File: config.mk
export PLATFORM = sky130hd
export DESIGN_NAME = biop_message_header_parser_unit
export DESIGN_NICKNAME = d
export VERILOG_FILES = /design/src/rtl/biop_hdr_pkg.sv /design/src/rtl/biop_hdr_parse.sv /design/src/rtl/biop_hdr_outreg.sv /design/src/rtl/biop_message_header_parser_unit.sv
export VERILOG_INCLUDE_DIRS = /design/src /design/src/rtl
export SDC_FILE = /design/constraint.sdc
export NUM_CORES = 1
export LEC_CHECK = 0
export ABC_AREA = 1
export BUFFER_PORTS_ARGS = -buffer_cell sky130_fd_sc_hd__buf_2
export CAP_MARGIN = 20
export CORE_ASPECT_RATIO = 1.25
export CORE_MARGIN = 2
export CORE_UTILIZATION = 42
export DETAILED_ROUTE_END_ITERATION = 8
export SYNTH_ARGS = -nofsm -noshare
export SYNTH_HDL_FRONTEND = slang
export SYNTH_SLANG_ARGS = --single-unit
File: constraint.sdc
create_clock -name clk -period 17.7 [get_ports clk]
set_input_delay 2.655 -clock clk [delete_from_list [all_inputs] [get_ports clk]]
set_output_delay 2.655 -clock clk [all_outputs]
set_load 0.01 [all_outputs]
File: src/rtl/biop_message_header_parser_unit_assert.svh
// Assertion macros used by the BIOP message header parser top level.
`ifndef BIOP_MESSAGE_HEADER_PARSER_UNIT_ASSERT_SVH
`define BIOP_MESSAGE_HEADER_PARSER_UNIT_ASSERT_SVH

// Same-cycle implication, disabled during reset.
`define BIOP_ASSERT_IMPL(label, clk, rst_n, ante, cons) \
    label: assert property (@(posedge clk) disable iff (!rst_n) (ante) |-> (cons)) \
        else $error("biop header parser: same-cycle check failed");

// Next-cycle implication, disabled during reset.
`define BIOP_ASSERT_NEXT(label, clk, rst_n, ante, cons) \
    label: assert property (@(posedge clk) disable iff (!rst_n) (ante) |=> (cons)) \
        else $error("biop header parser: next-cycle check failed");

`endif

File: src/rtl/biop_hdr_pkg.sv
// Types and constants shared by the BIOP message header parser modules.
package biop_hdr_pkg;

    // Number of leading object key bytes shifted into the key register.
    localparam int unsigned KEY_BYTES_KEPT = 4;

    typedef enum logic [3:0] {
        PH_IDLE    = 4'd0,
        PH_MAGIC   = 4'd1,
        PH_VMAJ    = 4'd2,
        PH_VMIN    = 4'd3,
        PH_ORDER   = 4'd4,
        PH_TYPE    = 4'd5,
        PH_SIZE    = 4'd6,
        PH_KEYLEN  = 4'd7,
        PH_KEY     = 4'd8,
        PH_KINDLEN = 4'd9,
        PH_KIND    = 4'd10,
        PH_INFOLEN = 4'd11,
        PH_INFO    = 4'd12,
        PH_DONE    = 4'd13
    } phase_t;

    typedef enum logic [2:0] {
        ST_OK          = 3'd0,
        ST_BAD_MAGIC   = 3'd1,
        ST_BAD_VERSION = 3'd2,
        ST_BAD_ORDER   = 3'd3,
        ST_BAD_TYPE    = 3'd4
    } status_t;

    typedef enum logic [1:0] {
        KIND_FILE    = 2'd0,
        KIND_DIR     = 2'd1,
        KIND_GATEWAY = 2'd2,
        KIND_UNKNOWN = 2'd3
    } kind_t;

    typedef struct packed {
        status_t     status;
        kind_t       object_kind;
        logic [31:0] message_size;
        logic [31:0] object_key;
        logic [7:0]  key_length;
        logic [31:0] kind_length;
        logic [15:0] info_length;
    } result_t;

endpackage

File: src/rtl/biop_hdr_parse.sv
// Header parsing state machine and field collection registers.
module biop_hdr_parse
(
    input  logic                  clk,
    input  logic                  rst_n,
    input  logic                  byte_valid,
    input  logic [7:0]            byte_data,
    input  logic                  byte_start,
    input  logic                  res_room,
    output logic                  advance,
    output logic                  res_load,
    output biop_hdr_pkg::result_t res
);

    localparam logic [31:0] WORD_FIL = 32'h66696C00;
    localparam logic [31:0] WORD_DIR = 32'h64697200;
    localparam logic [31:0] WORD_SRG = 32'h73726700;

    biop_hdr_pkg::phase_t phase_reg, phase_next, ph_cur;
    logic [31:0] fc_reg, fc_next, fc_cur, fc_inc;
    logic [31:0] size_reg, size_next, size_cur;
    logic [31:0] key_reg, key_next, key_cur;
    logic [7:0]  keylen_reg, keylen_next, keylen_cur;
    logic [31:0] kindlen_reg, kindlen_next, kindlen_cur;
    logic [31:0] kindw_reg, kindw_next, kindw_cur;
    logic [15:0] info_reg, info_next, info_cur;
    logic        emit;
    logic        commit;
    biop_hdr_pkg::status_t status;
    logic [7:0]  magic_byte;

    function automatic biop_hdr_pkg::kind_t classify(input logic [31:0] w);
        biop_hdr_pkg::kind_t k;
        if (w == WORD_FIL) k = biop_hdr_pkg::KIND_FILE;
        else if (w == WORD_DIR) k = biop_hdr_pkg::KIND_DIR;
        else if (w == WORD_SRG) k = biop_hdr_pkg::KIND_GATEWAY;
        else k = biop_hdr_pkg::KIND_UNKNOWN;
        return k;
    endfunction

    // A start byte clears the collected fields and is taken as the first magic byte.
    assign ph_cur      = byte_start ? biop_hdr_pkg::PH_MAGIC : phase_reg;
    assign fc_cur      = byte_start ? 32'd0 : fc_reg;
    assign size_cur    = byte_start ? 32'd0 : size_reg;
    assign key_cur     = byte_start ? 32'd0 : key_reg;
    assign keylen_cur  = byte_start ? 8'd0  : keylen_reg;
    assign kindlen_cur = byte_start ? 32'd0 : kindlen_reg;
    assign kindw_cur   = byte_start ? 32'd0 : kindw_reg;
    assign info_cur    = byte_start ? 16'd0 : info_reg;
    assign fc_inc      = fc_cur + 32'd1;

    always_comb
    begin
        case (fc_cur[1:0])
            2'd0:    magic_byte = 8'h42;
            2'd1:    magic_byte = 8'h49;
            2'd2:    magic_byte = 8'h4F;
            default: magic_byte = 8'h50;
        endcase
    end

    // Field datapath and result detection.
    always_comb
    begin
        fc_next      = fc_cur;
        size_next    = size_cur;
        key_next     = key_cur;
        keylen_next  = keylen_cur;
        kindlen_next = kindlen_cur;
        kindw_next   = kindw_cur;
        info_next    = info_cur;
        emit         = 1'b0;
        status       = biop_hdr_pkg::ST_OK;
        unique case (ph_cur) inside
            biop_hdr_pkg::PH_MAGIC:
            begin
                if (byte_data != magic_byte)
                begin
                    emit   = 1'b1;
                    status = biop_hdr_pkg::ST_BAD_MAGIC;
                end
                else
                begin
                    fc_next = (fc_cur[1:0] == 2'd3) ? 32'd0 : fc_inc;
                end
            end
            biop_hdr_pkg::PH_VMAJ:
            begin
                if (byte_data != 8'd1)
                begin
                    emit   = 1'b1;
                    status = biop_hdr_pkg::ST_BAD_VERSION;
                end
            end
            biop_hdr_pkg::PH_VMIN:
            begin
                if (byte_data != 8'd0)
                begin
                    emit   = 1'b1;
                    status = biop_hdr_pkg::ST_BAD_VERSION;
                end
            end
            biop_hdr_pkg::PH_ORDER:
            begin
                if (byte_data != 8'd0)
                begin
                    emit   = 1'b1;
                    status = biop_hdr_pkg::ST_BAD_ORDER;
                end
            end
            biop_hdr_pkg::PH_TYPE:
            begin
                if (byte_data != 8'd0)
                begin
                    emit   = 1'b1;
                    status = biop_hdr_pkg::ST_BAD_TYPE;
                end
                else
                begin
                    fc_next = 32'd0;
                end
            end
            biop_hdr_pkg::PH_SIZE:
            begin
                size_next = {size_cur[23:0], byte_data};
                fc_next   = (fc_inc >= 32'd4) ? 32'd0 : fc_inc;
            end
            biop_hdr_pkg::PH_KEYLEN:
            begin
                keylen_next = byte_data;
                fc_next     = 32'd0;
            end
            biop_hdr_pkg::PH_KEY:
            begin
                if (fc_cur < 32'(biop_hdr_pkg::KEY_BYTES_KEPT))
                begin
                    key_next = {key_cur[23:0], byte_data};
                end
                fc_next = (fc_inc >= {24'd0, keylen_cur}) ? 32'd0 : fc_inc;
            end
            biop_hdr_pkg::PH_KINDLEN:
            begin
                kindlen_next = {kindlen_cur[23:0], byte_data};
                fc_next      = (fc_inc >= 32'd4) ? 32'd0 : fc_inc;
            end
            biop_hdr_pkg::PH_KIND:
            begin
                if (fc_cur < 32'd4)
                begin
                    case (fc_cur[1:0])
                        2'd0:    kindw_next[31:24] = kindw_cur[31:24] | byte_data;
                        2'd1:    kindw_next[23:16] = kindw_cur[23:16] | byte_data;
                        2'd2:    kindw_next[15:8]  = kindw_cur[15:8]  | byte_data;
                        default: kindw_next[7:0]   = kindw_cur[7:0]   | byte_data;
                    endcase
                end
                fc_next = (fc_inc == kindlen_cur) ? 32'd0 : fc_inc;
            end
            biop_hdr_pkg::PH_INFOLEN:
            begin
                info_next = {info_cur[7:0], byte_data};
                if (fc_inc >= 32'd2)
                begin
                    fc_next = 32'd0;
                    emit    = (info_next == 16'd0);
                end
                else
                begin
                    fc_next = fc_inc;
                end
            end
            biop_hdr_pkg::PH_INFO:
            begin
                fc_next = fc_inc;
                emit    = (fc_inc >= {16'd0, info_cur});
            end
            biop_hdr_pkg::PH_IDLE, biop_hdr_pkg::PH_DONE:
            begin
                fc_next = fc_cur;
            end
            default:
            begin
                fc_next = fc_cur;
            end
        endcase
    end

    // Next phase.
    always_comb
    begin
        phase_next = ph_cur;
        if (emit)
        begin
            phase_next = biop_hdr_pkg::PH_DONE;
        end
        else
        begin
            unique case (ph_cur) inside
                biop_hdr_pkg::PH_MAGIC:
                    if (fc_cur[1:0] == 2'd3) phase_next = biop_hdr_pkg::PH_VMAJ;
                biop_hdr_pkg::PH_VMAJ:  phase_next = biop_hdr_pkg::PH_VMIN;
                biop_hdr_pkg::PH_VMIN:  phase_next = biop_hdr_pkg::PH_ORDER;
                biop_hdr_pkg::PH_ORDER: phase_next = biop_hdr_pkg::PH_TYPE;
                biop_hdr_pkg::PH_TYPE:  phase_next = biop_hdr_pkg::PH_SIZE;
                biop_hdr_pkg::PH_SIZE:
                    if (fc_inc >= 32'd4) phase_next = biop_hdr_pkg::PH_KEYLEN;
                biop_hdr_pkg::PH_KEYLEN:
                    phase_next = (byte_data != 8'd0) ? biop_hdr_pkg::PH_KEY
                                                     : biop_hdr_pkg::PH_KINDLEN;
                biop_hdr_pkg::PH_KEY:
                    if (fc_inc >= {24'd0, keylen_cur}) phase_next = biop_hdr_pkg::PH_KINDLEN;
                biop_hdr_pkg::PH_KINDLEN:
                    if (fc_inc >= 32'd4)
                    begin
                        phase_next = (kindlen_next != 32'd0) ? biop_hdr_pkg::PH_KIND
                                                             : biop_hdr_pkg::PH_INFOLEN;
                    end
                biop_hdr_pkg::PH_KIND:
                    if (fc_inc == kindlen_cur) phase_next = biop_hdr_pkg::PH_INFOLEN;
                biop_hdr_pkg::PH_INFOLEN:
                    if (fc_inc >= 32'd2) phase_next = biop_hdr_pkg::PH_INFO;
                biop_hdr_pkg::PH_INFO, biop_hdr_pkg::PH_IDLE, biop_hdr_pkg::PH_DONE:
                    phase_next = ph_cur;
                default:
                    phase_next = biop_hdr_pkg::PH_IDLE;
            endcase
        end
    end

    // A byte that produces no result always moves on; one that does needs room downstream.
    assign advance  = !emit || res_room;
    assign commit   = byte_valid && advance;
    assign res_load = commit && emit;

    assign res.status       = status;
    assign res.object_kind  = (status == biop_hdr_pkg::ST_OK) ? classify(kindw_next)
                                                              : biop_hdr_pkg::KIND_UNKNOWN;
    assign res.message_size = size_next;
    assign res.object_key   = key_next;
    assign res.key_length   = keylen_next;
    assign res.kind_length  = kindlen_next;
    assign res.info_length  = info_next;

    always_ff @(posedge clk or negedge rst_n)
    begin
        if (!rst_n)
        begin
            phase_reg   <= biop_hdr_pkg::PH_IDLE;
            fc_reg      <= 32'd0;
            size_reg    <= 32'd0;
            key_reg     <= 32'd0;
            keylen_reg  <= 8'd0;
            kindlen_reg <= 32'd0;
            kindw_reg   <= 32'd0;
            info_reg    <= 16'd0;
        end
        else if (commit)
        begin
            phase_reg   <= phase_next;
            fc_reg      <= fc_next;
            size_reg    <= size_next;
            key_reg     <= key_next;
            keylen_reg  <= keylen_next;
            kindlen_reg <= kindlen_next;
            kindw_reg   <= kindw_next;
            info_reg    <= info_next;
        end
    end

endmodule

File: src/rtl/biop_hdr_outreg.sv
// Result register that holds one header result beat until it is taken.
module biop_hdr_outreg
(
    input  logic                  clk,
    input  logic                  rst_n,
    input  logic                  load,
    input  biop_hdr_pkg::result_t res_in,
    input  logic                  out_stall,
    output logic                  out_valid,
    output logic                  room,
    output biop_hdr_pkg::result_t res_out
);

    logic                  valid_reg, valid_next;
    biop_hdr_pkg::result_t res_reg;

    assign room       = !valid_reg || !out_stall;
    assign valid_next = load || (valid_reg && out_stall);

    always_ff @(posedge clk or negedge rst_n)
    begin
        if (!rst_n)
        begin
            valid_reg <= 1'b0;
        end
        else
        begin
            valid_reg <= valid_next;
        end
    end

    always_ff @(posedge clk)
    begin
        if (load)
        begin
            res_reg <= res_in;
        end
    end

    assign out_valid = valid_reg;
    assign res_out   = res_reg;

endmodule

File: src/rtl/biop_message_header_parser_unit.sv
// Top level of the BIOP message header parser: input register, parser and result register.
//
//   Channel  Direction  Beat contents                              Handshake
//   -------  ---------  -----------------------------------------  -----------------------
//   input    in         data_byte, message_start                   in_valid / in_stall
//   result   out        status, object_kind, message_size,         out_valid / out_stall
//                       object_key, key_length, kind_length,
//                       info_length
//
// One byte beat is accepted per cycle while in_stall is low. A byte is first captured
// in the input register and is then parsed; the byte that completes or fails the
// header loads its result beat into the result register. The parser keeps no pending
// work of its own, so each byte is finished once it leaves the input register.
// Reset (rst_n low, asynchronous) returns the parser to idle with all fields cleared;
// bytes before the first message_start produce nothing.
// in_stall rises only while a byte that yields a result waits for a full, stalled
// result register; bytes that yield no result keep flowing.
module biop_message_header_parser_unit
(
    input  logic        clk,
    input  logic        rst_n,
    input  logic        in_valid,
    output logic        in_stall,
    input  logic [7:0]  data_byte,
    input  logic        message_start,
    output logic        out_valid,
    input  logic        out_stall,
    output logic [2:0]  status,
    output logic [1:0]  object_kind,
    output logic [31:0] message_size,
    output logic [31:0] object_key,
    output logic [7:0]  key_length,
    output logic [31:0] kind_length,
    output logic [15:0] info_length
);

`include "biop_message_header_parser_unit_assert.svh"

    // Input register: one byte beat waiting for the parser.
    logic       in_valid_reg, in_valid_next;
    logic [7:0] byte_reg;
    logic       start_reg;
    logic       accept;

    // Handshake between parser and result register.
    logic                  advance;
    logic                  res_load;
    logic                  res_room;
    biop_hdr_pkg::result_t res_c;
    biop_hdr_pkg::result_t res_q;

    // The input register is blocked only while its byte cannot move into the parser.
    assign in_stall      = in_valid_reg && !advance;
    assign accept        = in_valid && !in_stall;
    assign in_valid_next = accept || (in_valid_reg && !advance);

    always_ff @(posedge clk or negedge rst_n)
    begin
        if (!rst_n)
        begin
            in_valid_reg <= 1'b0;
        end
        else
        begin
            in_valid_reg <= in_valid_next;
        end
    end

    always_ff @(posedge clk)
    begin
        if (accept)
        begin
            byte_reg  <= data_byte;
            start_reg <= message_start;
        end
    end

    biop_hdr_parse u_parse
    (
        .clk        (clk),
        .rst_n      (rst_n),
        .byte_valid (in_valid_reg),
        .byte_data  (byte_reg),
        .byte_start (start_reg),
        .res_room   (res_room),
        .advance    (advance),
        .res_load   (res_load),
        .res        (res_c)
    );

    biop_hdr_outreg u_outreg
    (
        .clk       (clk),
        .rst_n     (rst_n),
        .load      (res_load),
        .res_in    (res_c),
        .out_stall (out_stall),
        .out_valid (out_valid),
        .room      (res_room),
        .res_out   (res_q)
    );

    assign status       = res_q.status;
    assign object_kind  = res_q.object_kind;
    assign message_size = res_q.message_size;
    assign object_key   = res_q.object_key;
    assign key_length   = res_q.key_length;
    assign kind_length  = res_q.kind_length;
    assign info_length  = res_q.info_length;

    // A result beat only appears when a byte was waiting in the input register.
    `BIOP_ASSERT_NEXT(a_result_needs_byte, clk, rst_n, !out_valid && !in_valid_reg, !out_valid)
    // Backpressure on the input comes only from a held, stalled result beat.
    `BIOP_ASSERT_IMPL(a_stall_from_output, clk, rst_n, in_stall, out_valid && out_stall)
    // A failed header never carries a classified kind.
    `BIOP_ASSERT_IMPL(a_error_kind_unknown, clk, rst_n,
        out_valid && (status != biop_hdr_pkg::ST_OK),
        object_kind == biop_hdr_pkg::KIND_UNKNOWN)

endmodule
==> results_dict.tcl <==
set metrics [dict create \
    cts_max_level 2 \
    power_density_nw_per_um2 114 \
    synth_top_area_share 0.251 \
    crit_fanout 107 \
    finalPower_mw 2.41 \
    cts_tree "done" \
    worst_r2r_endpoint "u_outreg.res_out[26]$_DFFE_PP_" \
    cts_sinks 324 \
    switching_share 0.364 \
    fin_nets 2718 \
    hp-start "u_parse.kindw_reg[18]$_DFFE_PN0P_" \
    synth.distinct_cells 52 \
    clock_skew_ns 0.0238 \
    syn2layout_area_growth_pct 11.3 \
    worst_hold_path.num_cells 2 \
    grtUsageTotal 0.271 \
    postRouteAntennaNets 0 \
    slew_violations 0 \
    min_path_type "reg -> reg" \
    reg2reg_slack_ns 9.79 \
    cpMostUsedCell "nand2_1" \
    place_congestion 0.981 \
    synthFlopType "dfrtp_1" \
    place_hpwl_um 46300 \
    drc 0 \
    cp-start-kind "flip-flop" \
    cts_buffer_depth 3 \
    synth_area_sq_um 19000 \
    syn_avg_cell_area_sq_um 7.33 \
    post_drt_wl_per_cell_um 19.4 \
    async_flop_share 0.586 \
    finalNonFillerCells 3281 \
    yosysSeqAreaShare 0.463 \
    setup-tns-final_ns 0 \
    slowest_delay_ns 0.53 \
    io_pins 140 \
    vias 17500 \
    die_y_um 242 \
    yosysTopAreaCell "dfrtp_1" \
    crit_buf_inv 7 \
    outcome "finished clean" \
    crit_arrival_ns 5.33 \
    worstReg2RegStart "start_reg$_DFFE_PP_" \
    via_per_inst 5.33 \
    drtPass1Iterations 6 \
    pwr-share-comb 0.290 \
    synth-edff-count 134 \
    min_period_ns 7.99 \
    syn-instance-count 2585 \
    final_cell_area_sq_um 21100 \
    rows 87 \
    finish.utilization 0.470 \
    ys_ff_latch 324 \
    drtIter0Drc 1334 \
    synth_area_leaders "dfrtp_1 25%, edfxtp_1 21%, nand2_1 18%, inv_1 6.3%, nor2_1 5.2%" \
    cpLargestDelayFamily "buffers and inverters" \
    drive_gt1_frac 0.104 \
    clock_insertion_delay_worst_skew_ns 0.55 \
    post-place-ws_ns 9.78 \
    relSlewSlack 0.324 \
    rsz0062_at_grt "no" \
    setup_viol 0 \
    ctsResizeCount 0 \
    slowest_stage "inv_6" \
    cts_root_buffer "clkbuf_16" \
    hold_end "u_parse.kindw_reg[18]$_DFFE_PN0P_" \
    hold_viol_final 0 \
    core_sq_um 44800 \
    dp_cells 3215 \
    tightest_slew_ns 1.01 \
    cp_data_required_time_ns 15.05 \
    synth_commonest_cells "896 x nand2_1, 319 x inv_1, 262 x nor2_1, 190 x dfrtp_1, 170 x o21ai_0" \
    p_switching_mw 0.877 \
    initial_core_util 0.423 \
    ys.warnings.count 0 \
    cts_hold_buf 0 \
    io_buffer_count 139 \
    antenna_cells 0 \
    worstRegToRegCells 29 \
    design.die.area_sq_um 46900 \
    leakagePower_nw 10.1 \
    grt_pass1_vias 16900 \
    pwr-share-clk 0.299 \
    grt_overflow_total 0 \
    synth_nets 2627 \
    fmax_mhz 125 \
    cap_violations 0 \
    power.internal_mw 1.53 \
    cts_setup_buffers 0 \
    ir_drop_mv 0.0901 \
    layout_worst_path_cycle_share 0.451 \
    setup_ws_ns 9.71 \
    largest_reg_flops 125 \
    worst-setup-path-type "reg -> out" \
    grt_first_pass_wirelength_um 98200 \
    synth_most_common_cell "nand2_1" \
    p_seq_frac 0.411 \
    hold_slack_ns 0.479 \
    drt-total-wl_um 63600 \
    clkTransAtPathRegs_ns 0.06 \
    nFillCells 4550 \
    place_area_sq_um 20000 \
    endpoint_kind "output pin" \
    grt_max_degree 108 \
    fp.dieW_um 194 \
    cts_buffers 36 \
    grt_antenna_before_repair 0 \
]
[cell families (layout without fill, tap and decap cells)]
| family | after synthesis | count (layout) | synth area share |
|---|---|---|---|
| AO/OA/AOI/OAI | 353 | 353 | 0.101 |
| XOR/XNOR | 7 | 7 | 0.00396 |
| adder cells (fa/ha/maj) | 29 | 29 | 0.0191 |
| buffers and inverters | 442 | 560 | 0.0982 |
| flip-flops | 324 | 324 | 0.463 |
| AND/OR/NAND/NOR | 1430 | 1430 | 0.314 |
[power by group through the flow]
stage | Clock, mW | Sequential, mW | Combinational [mW]
2_1_floorplan | 0 | 1.05 | 0.398
3_5_place_dp | 0 | 1.00 | 0.699
3_3_place_gp | 0 | 1.00 | 0.697
4_1_cts | 0.739 | 0.991 | 0.701
5_1_grt | 0.764 | 1.00 | 0.773
6_report | 0.720 | 0.990 | 0.700
[routing by layer]
layer,vias to the layer above,global-route usage,part of all wire
met5,-,0,0
met4,0,0.163,0.066
met3,170,0.0311,0.053
met2,616,0.474,0.50
met1,8208,0.319,0.38
li1,8492,-,-
[tightest hold or removal path: cells and delay by family (launching register included)]
| kind | cells | cell delay (ns) |
|---|---|---|
| AND/OR/NAND/NOR | 2 | 0.10 |
| flip-flops | 1 | 0.34 |
[how the worst max path moves through the flow]
stage / start / end / slack, ns / cells past startpoint
after floorplan: start_reg$_DFFE_PP_ / u_outreg.res_out[0]$_DFFE_PP_ / 10.42 / 36
after global placement: start_reg$_DFFE_PP_ / u_outreg.res_out[27]$_DFFE_PP_ / 9.92 / 29
after detailed placement: start_reg$_DFFE_PP_ / u_outreg.res_out[29]$_DFFE_PP_ / 9.78 / 29
after CTS: start_reg$_DFFE_PP_ / in_stall / 9.70 / 26
after global routing: start_reg$_DFFE_PP_ / u_outreg.res_out[26]$_DFFE_PP_ / 9.21 / 30
final: start_reg$_DFFE_PP_ / in_stall / 9.71 / 26
[area by class of cell]
type	count	area (sq um)	area share
sequential	324	8780	0.416
multi-input combinational	1819	8330	0.395
inverter	336	1270	0.0604
clock buffer	48	956	0.0453
timing repair buffer	159	880	0.0417
tap	578	723	0.0343
clock inverter	17	154	0.00729
[cell usage in the layout, fill, tap and decap left out, types with 7 or more instances in the layout]
master	synthesis	routed
nand2_1	896	895
inv_1	319	318
nor2_1	262	259
dfrtp_1	190	190
o21ai_0	170	170
nand3_1	151	150
buf_2	19	138
edfxtp_1	134	134
o21ai_1	90	90
nand4_1	37	37
clkbuf_16	0	36
a21oi_1	33	33
ha_1	29	29
o31ai_1	26	26
nor3_1	21	21
buf_4	10	18
nor2_2	12	14
inv_2	13	13
nand3_2	10	11
nor4_1	11	11
o22ai_1	11	11
clkbuf_1	48	11
nand2_2	9	10
nor2_4	6	7
clkinv_1	2	7
o21ai_2	7	7
(Power assumes the default switching activity.)
